<file path="src/rcc_pkg.sv">
// Package: types, constants and helpers for the range color classifier.
package rcc_pkg;

  localparam int MaxBands  = 16;
  localparam int IdxBits   = $clog2(MaxBands);
  localparam int CntBits   = IdxBits + 1;
  localparam int ValueBits = 32;
  localparam int GapBits   = ValueBits + 1;
  localparam int SumBits   = GapBits + 1;
  localparam int NumBits   = GapBits + 9;

  localparam logic [1:0] KIND_RANGE  = 2'd0;
  localparam logic [1:0] KIND_ALWAYS = 2'd1;

  localparam logic [1:0] LM_NONE  = 2'd0;
  localparam logic [1:0] LM_BELOW = 2'd1;
  localparam logic [1:0] LM_INCL  = 2'd2;
  localparam logic [1:0] LM_EXCL  = 2'd3;

  localparam logic [1:0] UM_SINGLE = 2'd0;
  localparam logic [1:0] UM_EXCL   = 2'd1;
  localparam logic [1:0] UM_INCL   = 2'd2;

  localparam logic [1:0] ST_MATCH  = 2'd0;
  localparam logic [1:0] ST_INTERP = 2'd1;
  localparam logic [1:0] ST_SINGLE = 2'd2;
  localparam logic [1:0] ST_NONE   = 2'd3;

  localparam logic OP_CLASSIFY = 1'b0;

  typedef struct packed {
    logic        operation;
    logic [31:0] sample;
    logic [3:0]  band_index;
    logic [1:0]  band_kind;
    logic [1:0]  lower_mode;
    logic [31:0] lower_bound;
    logic [1:0]  upper_mode;
    logic [31:0] upper_bound;
    logic [31:0] back_color_in;
    logic [31:0] fore_color_in;
  } rcc_in_t;

  typedef struct packed {
    logic [1:0]  status;
    logic [31:0] back_color;
    logic [31:0] fore_color;
  } rcc_out_t;

  typedef enum logic [2:0] {
    S_IDLE, S_READ, S_SCAN, S_NEAR, S_DIV, S_DONE
  } rcc_state_t;

endpackage

</file>
<file path="src/range_color_classifier.sv">
// Top level: range color classifier with band table, scan and interpolating divider.
//
// Usage: in_valid/in_ready carry one request (rcc_in_t). A write request
// (operation 1) stores one band in the table and produces no result; it is
// accepted while idle and writes can follow back to back. A classify
// request scans band_count bands, at most 16 (each slot: table read, then
// compare), for the first match, then, if none matched, scans again for the
// nearest range band above and below. When both exist, eight 8-bit channels
// are interpolated on one shared restoring divider. With no match the status
// is none, single (one nearest band) or interpolated. One request is in
// flight at a time; in_ready is low while it is processed. The result sits
// in an output register (out_valid/out_ready); while the receiver stalls the
// block holds the result and accepts no new request. A new request can be
// taken in the cycle after the result is. cfg_we/cfg_wdata write band_count;
// the user must do so only while idle, the block itself does not enforce it.
// After reset the band table is undefined until written, band_count is 0
// and the block is idle.
module range_color_classifier (
  input  logic               clk,
  input  logic               rst_n,
  input  logic               in_valid,
  output logic               in_ready,
  input  rcc_pkg::rcc_in_t   in_data,
  output logic               out_valid,
  input  logic               out_ready,
  output rcc_pkg::rcc_out_t  out_data,
  input  logic               cfg_we,
  input  logic [4:0]         cfg_wdata
);
  import rcc_pkg::*;

  logic [1:0]  kind_mem [MaxBands];
  logic [1:0]  lm_mem   [MaxBands];
  logic [31:0] lb_mem   [MaxBands];
  logic [1:0]  um_mem   [MaxBands];
  logic [31:0] ub_mem   [MaxBands];
  logic [31:0] bk_mem   [MaxBands];
  logic [31:0] fg_mem   [MaxBands];

  rcc_state_t state_r, state_nxt;
  logic [4:0]  count_r;
  logic [CntBits-1:0] idx_r, idx_nxt, n_r, n_nxt;
  logic        pass_r, pass_nxt;
  logic signed [31:0] smp_r, smp_nxt;
  logic        hu_r, hu_nxt, hl_r, hl_nxt;
  logic [GapBits-1:0] gu_r, gu_nxt, gl_r, gl_nxt;
  logic [IdxBits-1:0] ui_r, ui_nxt, li_r, li_nxt;
  logic [2:0]  ch_r, ch_nxt;
  logic [5:0]  step_r, step_nxt;
  logic [NumBits-1:0] rem_r, rem_nxt, quo_r, quo_nxt;
  logic        neg_r, neg_nxt;
  logic [8:0]  diff_r, diff_nxt;
  logic [63:0] acc_r, acc_nxt;
  logic        ov_r, ov_nxt;
  rcc_out_t    out_r, out_nxt;
  logic        rd_en;
  logic [IdxBits-1:0] rd_addr;

  logic [1:0]  t_kind, t_lm, t_um;
  logic signed [31:0] t_lb, t_ub;
  logic [31:0] t_bk, t_fg, t_bk2, t_fg2;

  always_ff @(posedge clk) begin
    if (in_valid && in_ready && in_data.operation != OP_CLASSIFY) begin
      kind_mem[in_data.band_index] <= in_data.band_kind;
      lm_mem[in_data.band_index]   <= in_data.lower_mode;
      lb_mem[in_data.band_index]   <= in_data.lower_bound;
      um_mem[in_data.band_index]   <= in_data.upper_mode;
      ub_mem[in_data.band_index]   <= in_data.upper_bound;
      bk_mem[in_data.band_index]   <= in_data.back_color_in;
      fg_mem[in_data.band_index]   <= in_data.fore_color_in;
    end
  end

  // registered table read; second color port reads the upper-nearest band
  always_ff @(posedge clk) begin
    if (rd_en) begin
      t_kind <= kind_mem[rd_addr];
      t_lm   <= lm_mem[rd_addr];
      t_lb   <= lb_mem[rd_addr];
      t_um   <= um_mem[rd_addr];
      t_ub   <= ub_mem[rd_addr];
      t_bk   <= bk_mem[rd_addr];
      t_fg   <= fg_mem[rd_addr];
      t_bk2  <= bk_mem[ui_r];
      t_fg2  <= fg_mem[ui_r];
    end
  end

  logic match;
  logic signed [31:0] eff_hi;
  always_comb begin
    match = 1'b0;
    if (t_kind == KIND_ALWAYS) match = 1'b1;
    else if (t_kind == KIND_RANGE && t_lm != LM_NONE) begin
      if (t_um == UM_SINGLE) begin
        unique case (t_lm)
          LM_BELOW: match = smp_r < t_lb;
          LM_EXCL:  match = smp_r > t_lb;
          default:  match = smp_r == t_lb;
        endcase
      end else if (t_lm == LM_BELOW && smp_r < t_lb) match = 1'b1;
      else if (t_lm == LM_INCL && smp_r < t_lb) match = 1'b0;
      else if (t_lm == LM_EXCL && smp_r <= t_lb) match = 1'b0;
      else if (t_um == UM_EXCL) match = smp_r < t_ub;
      else if (t_um == UM_INCL) match = smp_r <= t_ub;
      else match = 1'b1;
    end
    eff_hi = (t_ub < t_lb) ? t_lb : t_ub;
  end

  logic [GapBits-1:0] gap_a, gap_b;
  assign gap_a = {t_lb[31], t_lb} - {smp_r[31], smp_r};
  assign gap_b = {smp_r[31], smp_r} - {eff_hi[31], eff_hi};

  logic [7:0] ca, cb, chv;
  logic [SumBits-1:0] den;
  logic [NumBits:0] trial;
  assign ca = ch_r[2] ? t_fg[8*ch_r[1:0] +: 8] : t_bk[8*ch_r[1:0] +: 8];
  assign cb = ch_r[2] ? t_fg2[8*ch_r[1:0] +: 8] : t_bk2[8*ch_r[1:0] +: 8];
  assign den = SumBits'(gl_r) + SumBits'(gu_r);
  assign trial = {rem_r, quo_r[NumBits-1]} - (NumBits+1)'(den);

  always_comb begin
    state_nxt = state_r; idx_nxt = idx_r; n_nxt = n_r; pass_nxt = pass_r;
    smp_nxt = smp_r; hu_nxt = hu_r; hl_nxt = hl_r; gu_nxt = gu_r; gl_nxt = gl_r;
    ui_nxt = ui_r; li_nxt = li_r; ch_nxt = ch_r; step_nxt = step_r;
    rem_nxt = rem_r; quo_nxt = quo_r; neg_nxt = neg_r; diff_nxt = diff_r;
    acc_nxt = acc_r; ov_nxt = ov_r; out_nxt = out_r; chv = '0;
    rd_en = 1'b0; rd_addr = idx_r[IdxBits-1:0];
    in_ready = (state_r == S_IDLE) && !ov_r;
    if (ov_r && out_ready) ov_nxt = 1'b0;
    unique case (state_r)
      S_IDLE: if (in_valid && in_ready && in_data.operation == OP_CLASSIFY) begin
        smp_nxt = in_data.sample;
        n_nxt = (count_r > 5'(MaxBands)) ? CntBits'(MaxBands) : CntBits'(count_r);
        idx_nxt = '0; pass_nxt = 1'b0; hu_nxt = 1'b0; hl_nxt = 1'b0;
        state_nxt = S_READ;
      end
      S_READ: begin
        if (idx_r == n_r) begin
          if (!pass_r) begin
            pass_nxt = 1'b1; idx_nxt = '0;
          end else if (!hu_r && !hl_r) begin
            out_nxt = '{ST_NONE, 32'd0, 32'd0}; state_nxt = S_DONE;
          end else begin
            rd_en = 1'b1; rd_addr = hl_r ? li_r : ui_r;
            state_nxt = S_NEAR;
          end
        end else begin
          rd_en = 1'b1; state_nxt = S_SCAN;
        end
      end
      S_SCAN: begin
        idx_nxt = idx_r + 1'b1; state_nxt = S_READ;
        if (!pass_r) begin
          if (match) begin
            out_nxt = '{ST_MATCH, t_bk, t_fg}; state_nxt = S_DONE;
          end
        end else if (t_kind == KIND_RANGE) begin
          if (smp_r < t_lb) begin
            if (!hu_r || gap_a < gu_r) begin
              hu_nxt = 1'b1; gu_nxt = gap_a; ui_nxt = idx_r[IdxBits-1:0];
            end
          end else if (smp_r > eff_hi) begin
            if (!hl_r || gap_b < gl_r) begin
              hl_nxt = 1'b1; gl_nxt = gap_b; li_nxt = idx_r[IdxBits-1:0];
            end
          end
        end
      end
      S_NEAR: begin
        if (!(hu_r && hl_r)) begin
          out_nxt = '{ST_SINGLE, t_bk, t_fg}; state_nxt = S_DONE;
        end else begin
          ch_nxt = '0; step_nxt = '0; state_nxt = S_DIV;
        end
      end
      S_DIV: begin
        if (step_r == 6'd0) begin
          diff_nxt = {1'b0, cb} - {1'b0, ca};
          neg_nxt = diff_nxt[8];
          quo_nxt = NumBits'(gl_r) * NumBits'(diff_nxt[8] ? 9'(-diff_nxt) : diff_nxt);
          rem_nxt = '0; step_nxt = 6'd1;
        end else if (step_r <= 6'(NumBits)) begin
          if (!trial[NumBits]) begin
            rem_nxt = trial[NumBits-1:0]; quo_nxt = {quo_r[NumBits-2:0], 1'b1};
          end else begin
            rem_nxt = {rem_r[NumBits-2:0], quo_r[NumBits-1]};
            quo_nxt = {quo_r[NumBits-2:0], 1'b0};
          end
          step_nxt = step_r + 1'b1;
        end else begin
          chv = neg_r ? ca - quo_r[7:0] - 8'(rem_r != '0) : ca + quo_r[7:0];
          acc_nxt = {chv, acc_r[63:8]};
          step_nxt = '0; ch_nxt = ch_r + 1'b1;
          if (ch_r == 3'd7) begin
            out_nxt = '{ST_INTERP, acc_nxt[31:0], acc_nxt[63:32]}; state_nxt = S_DONE;
          end
        end
      end
      S_DONE: begin
        ov_nxt = 1'b1; state_nxt = S_IDLE;
      end
      default: state_nxt = S_IDLE;
    endcase
  end

  always_ff @(posedge clk) begin
    if (!rst_n) begin
      state_r <= S_IDLE; ov_r <= 1'b0; count_r <= '0;
    end else begin
      state_r <= state_nxt; ov_r <= ov_nxt;
      if (cfg_we) count_r <= cfg_wdata;
    end
  end

  always_ff @(posedge clk) begin
    idx_r <= idx_nxt; n_r <= n_nxt; pass_r <= pass_nxt; smp_r <= smp_nxt;
    hu_r <= hu_nxt; hl_r <= hl_nxt; gu_r <= gu_nxt; gl_r <= gl_nxt;
    ui_r <= ui_nxt; li_r <= li_nxt; ch_r <= ch_nxt; step_r <= step_nxt;
    rem_r <= rem_nxt; quo_r <= quo_nxt; neg_r <= neg_nxt; diff_r <= diff_nxt;
    acc_r <= acc_nxt; out_r <= out_nxt;
  end

  assign out_valid = ov_r;
  assign out_data  = out_r;

  a_busy_blocks: assert property (@(posedge clk) disable iff (!rst_n)
    state_r != S_IDLE |-> !in_ready) else $error("ready while busy");
  a_hold: assert property (@(posedge clk) disable iff (!rst_n)
    out_valid && !out_ready |=> out_valid && $stable(out_data)) else $error("result dropped");
  a_done_one: assert property (@(posedge clk) disable iff (!rst_n)
    state_r == S_DONE |=> out_valid && state_r == S_IDLE) else $error("done lost");
  a_none_zero: assert property (@(posedge clk) disable iff (!rst_n)
    out_valid && out_data.status == ST_NONE |-> out_data.back_color == 32'd0)
    else $error("none with color");
endmodule
</file>
<file path="config.mk">
export PLATFORM = sky130hd
export DESIGN_NAME = range_color_classifier
export DESIGN_NICKNAME = d
export VERILOG_FILES = /design/src/rcc_pkg.sv /design/src/range_color_classifier.sv
export SDC_FILE = /design/constraint.sdc
export NUM_CORES = 2
export LEC_CHECK = 0
export BUFFER_PORTS_ARGS = -buffer_cell sky130_fd_sc_hd__buf_2
export CAP_MARGIN = 20
export CORE_UTILIZATION = 50
export CTS_CLUSTER_DIAMETER = 200
export CTS_CLUSTER_SIZE = 25
export DETAILED_ROUTE_END_ITERATION = 8
export PLACE_DENSITY = 0.66
export SLEW_MARGIN = 20
export SYNTH_ARGS = -nofsm -noshare
export SYNTH_HDL_FRONTEND = slang
export SYNTH_SLANG_ARGS = --single-unit
</file>
<file path="constraint.sdc">
create_clock -name clk -period 18.3 [get_ports clk]
set_input_delay 1.83 -clock clk [delete_from_list [all_inputs] [get_ports clk]]
set_output_delay 1.83 -clock clk [all_outputs]
set_load 0.01 [all_outputs]
</file>
==> impl_results.md <==
- Status: completed
- Final Util: 53.68%
- Worst setup SP type: flop
- First-pass GRT wire length: 487.1 mm
- EDFF count, synth: 2677
- Setup TNS: 0 ns
- Multi-input gate area: 0.04424 mm²
- Critical Path RT: 18.88 ns
- Worst relative slew slack: 20.30%
- Register area: 0.08057 mm²
- Max Slew Vio Count: 0
- Chip width: 507.5 µm
- Synth unique cells: 79
- Pwr Density: 118.8 mW/mm²
- Total track usage: 26.14%
- Max VDD drop: 0.2016 mV
- CORE AREA: 0.2542 mm²
- P_leak: 46.71 nW
- Number of buffers inserted by hold repair at cts: 0
- #FFs+latches synth: 2686
- Ratio of cells with drive above 1 in the final layout: 19.50%
- TritonRoute pass-1 iters: 5
- Initial antenna violation count: 81
- # rows: 185
- CTS sink cnt: 2686
- Slowest cell on the critical path: a21oi_1
- Detail Route Antenna Nets: 0
- Nets: 8208
- CP max FO: 33
- RSZ-0062 raised after global routing: no
- IO Pins: 249
- Layout Cells excl Fill: 10860
- RePlAce Congestion: 0.9083
- HP Class: reg2reg
- Sequential-to-total area share from yosys stat: 63.05%
- Initial core utilization: 50.28%
- Synthesized area per cell: 17.47 µm²
- Crit end category: flop
- Number of synthesis warnings: 0
- DR vias/cell: 6.415
- Vias in the first global route: 69450
- Fin. Hold Viols: 0
- Largest delay share family, worst path: compound AO/OA/AOI/OAI gates
- Root Driver: clkbuf_16
- Mapped cell area: 0.1278 mm²
- Syn Nets: 8076
- Max Fclk: 100.0 MHz
- GRT overflow: 0
- CTS Buf Count: 117
- Via Count: 69640
- Chip Height: 507.5 µm
- Skew final: 0.09500 ns
- Largest area contributor in the netlist: edfxtp_1
- Hpwl dp: 208.6 mm
- CTS H-tree lvls: 3
- Worst-Skew Late Latency: 0.88 ns
- Setup-failing EPs final: 0
- DR WL/cell: 31.02 µm
- Resized Gates After CTS: 0
- Top cells by area, synth: edfxtp_1 63%, mux4_2 16%, fa_1 4.0%
- Clock-pin slew on the worst setup and hold paths: 0.11 ns
- Placed Cells incl. Taps: 10700
- Area growth, synth to finish: 6.765%
- CP bufs+invs: 5
- Fill cells: 19960
- Mapped Cells: 7316
- Critical path class: reg2reg
- Post-CTS setup buffers: 0
- DIE AREA: 0.2576 mm²
- Initial DRC count: 7993
- Deepest clock path buffer count: 3
- MaxCap Viol Count: 0
- Routed wire length: 336.7 mm
- Drt drc: 0
- Final min period: 9.999 ns
- Arrival time worst endpoint: 10.58 ns
- Period utilization: 54.64%
- Pin count of the biggest net entering global routing: 138
- Worst path max stage delay: 0.66 ns
- Ys async rst share: 0%
- Worst-margin pin slew: 1.190 ns
- Port Buf Inserts: 248
- Top_reg_cell synth: edfxtp_1
- Post-synth top area share: 62.91%
- CTS tree: done
flip-flops by register name (all words and copies together) (netlist names), 33 cells and up:
| name | flops |
|---|---|
| bk_mem | 512 |
| fg_mem | 512 |
| rem_r | 42 |
| out_data | 66 |
| gu_r | 33 |
| ub_mem | 512 |
| lb_mem | 512 |
| gl_r | 33 |
| acc_r | 56 |
| quo_r | 42 |
per-layer routing:
layer  vias to the layer above  GRT usage, %  routed length (µm)
li1                      28960             -                   -
met2                      3073         41.28              158300
met1                     37140         38.39              140600
met4                        50         6.322                8098
met5                         -             0                 329
met3                       423         4.084               29400
power breakdown:
part / switching [mW] / internal, mW / leakage, nW
registers: 0.0782 / 7.04 / 24.3
logic: 3.56 / 2.51 / 20.9
clock network: 1.85 / 1.17 / 1.54
total: 5.49 / 10.7 / 46.7
layout by cell type, fill, tap and decap left out, types with 81 or more instances in the layout:
master,synthesis,routed
a21oi_1,201,198
buf_2,46,248
o21ai_0,132,132
buf_4,30,92
fa_1,257,257
nor2_1,286,272
mux2i_1,305,301
clkbuf_16,0,117
xnor2_1,102,101
inv_1,482,481
ha_1,322,322
edfxtp_1,2677,2677
nor2b_1,88,87
a21o_1,92,91
nand2b_1,81,81
mux4_2,888,888
nand2_1,364,363
per-stage QoR:
| step | power [mW] | area, µm² | setup slack, ns | hold slack [ns] |
|---|---|---|---|---|
| finish | 16.21 | 136400 | 8.301 | 0.4566 |
| global placement | 13.22 | 133200 | 8.427 | 0.4327 |
| global route | 17.23 | 136400 | 7.555 | 0.4745 |
| floorplan | 11.77 | 127800 | 6.146 | 0.4273 |
| detailed placement | 13.30 | 133200 | 8.294 | 0.4349 |
| CTS | 16.26 | 136400 | 8.242 | 0.4523 |
cell families (layout without fill, tap and decap cells):
group	Yosys count	in the layout	share of synthesized area, %
AOI/OAI and AO/OA	790	790	4.061
xor gates and xnor gates	154	154	1.067
adders and majority gates	579	579	7.179
buffers and inverters	831	978	2.574
DFF	2686	2686	63.05
muxes	1205	1205	18.15
other	0	26	0
and+or+nand+nor	1071	1071	3.924
synth_stat cells (all sizes together), types with 131 or more instances:
| library cell | instances |
|---|---|
| ha | 322 |
| inv | 483 |
| fa | 257 |
| nand2 | 364 |
| clkbuf | 217 |
| mux2i | 305 |
| buf | 131 |
| mux4 | 888 |
| nor2 | 287 |
| edfxtp | 2677 |
| a21oi | 201 |
| o21ai | 140 |
final timing paths:
check / cells after the start / end / from / slack, ns
hold / removal: 0 / acc_r[30]$_DFFE_PP_ / acc_r[38]$_DFFE_PP_ / 0.46
setup / recovery: 34 / quo_r[40]$_DFFE_PP_ / ch_r[2]$_SDFFCE_PN0P_ / 8.30
hold reg to reg: 0 / acc_r[30]$_DFFE_PP_ / acc_r[38]$_DFFE_PP_ / 0.46
setup reg to reg: 34 / quo_r[40]$_DFFE_PP_ / ch_r[2]$_SDFFCE_PN0P_ / 8.30
area by class of cell:
class                      count  area share (%)
sequential                  2686           59.05
multi-input combinational   3799           32.43
tap                         3366           3.087
clock buffer                 125           2.168
timing repair buffer         361           1.724
inverter                     483           1.330
clock inverter                 9          0.1605
antenna                       26         0.04769
Power figures use the tool's default switching activity.
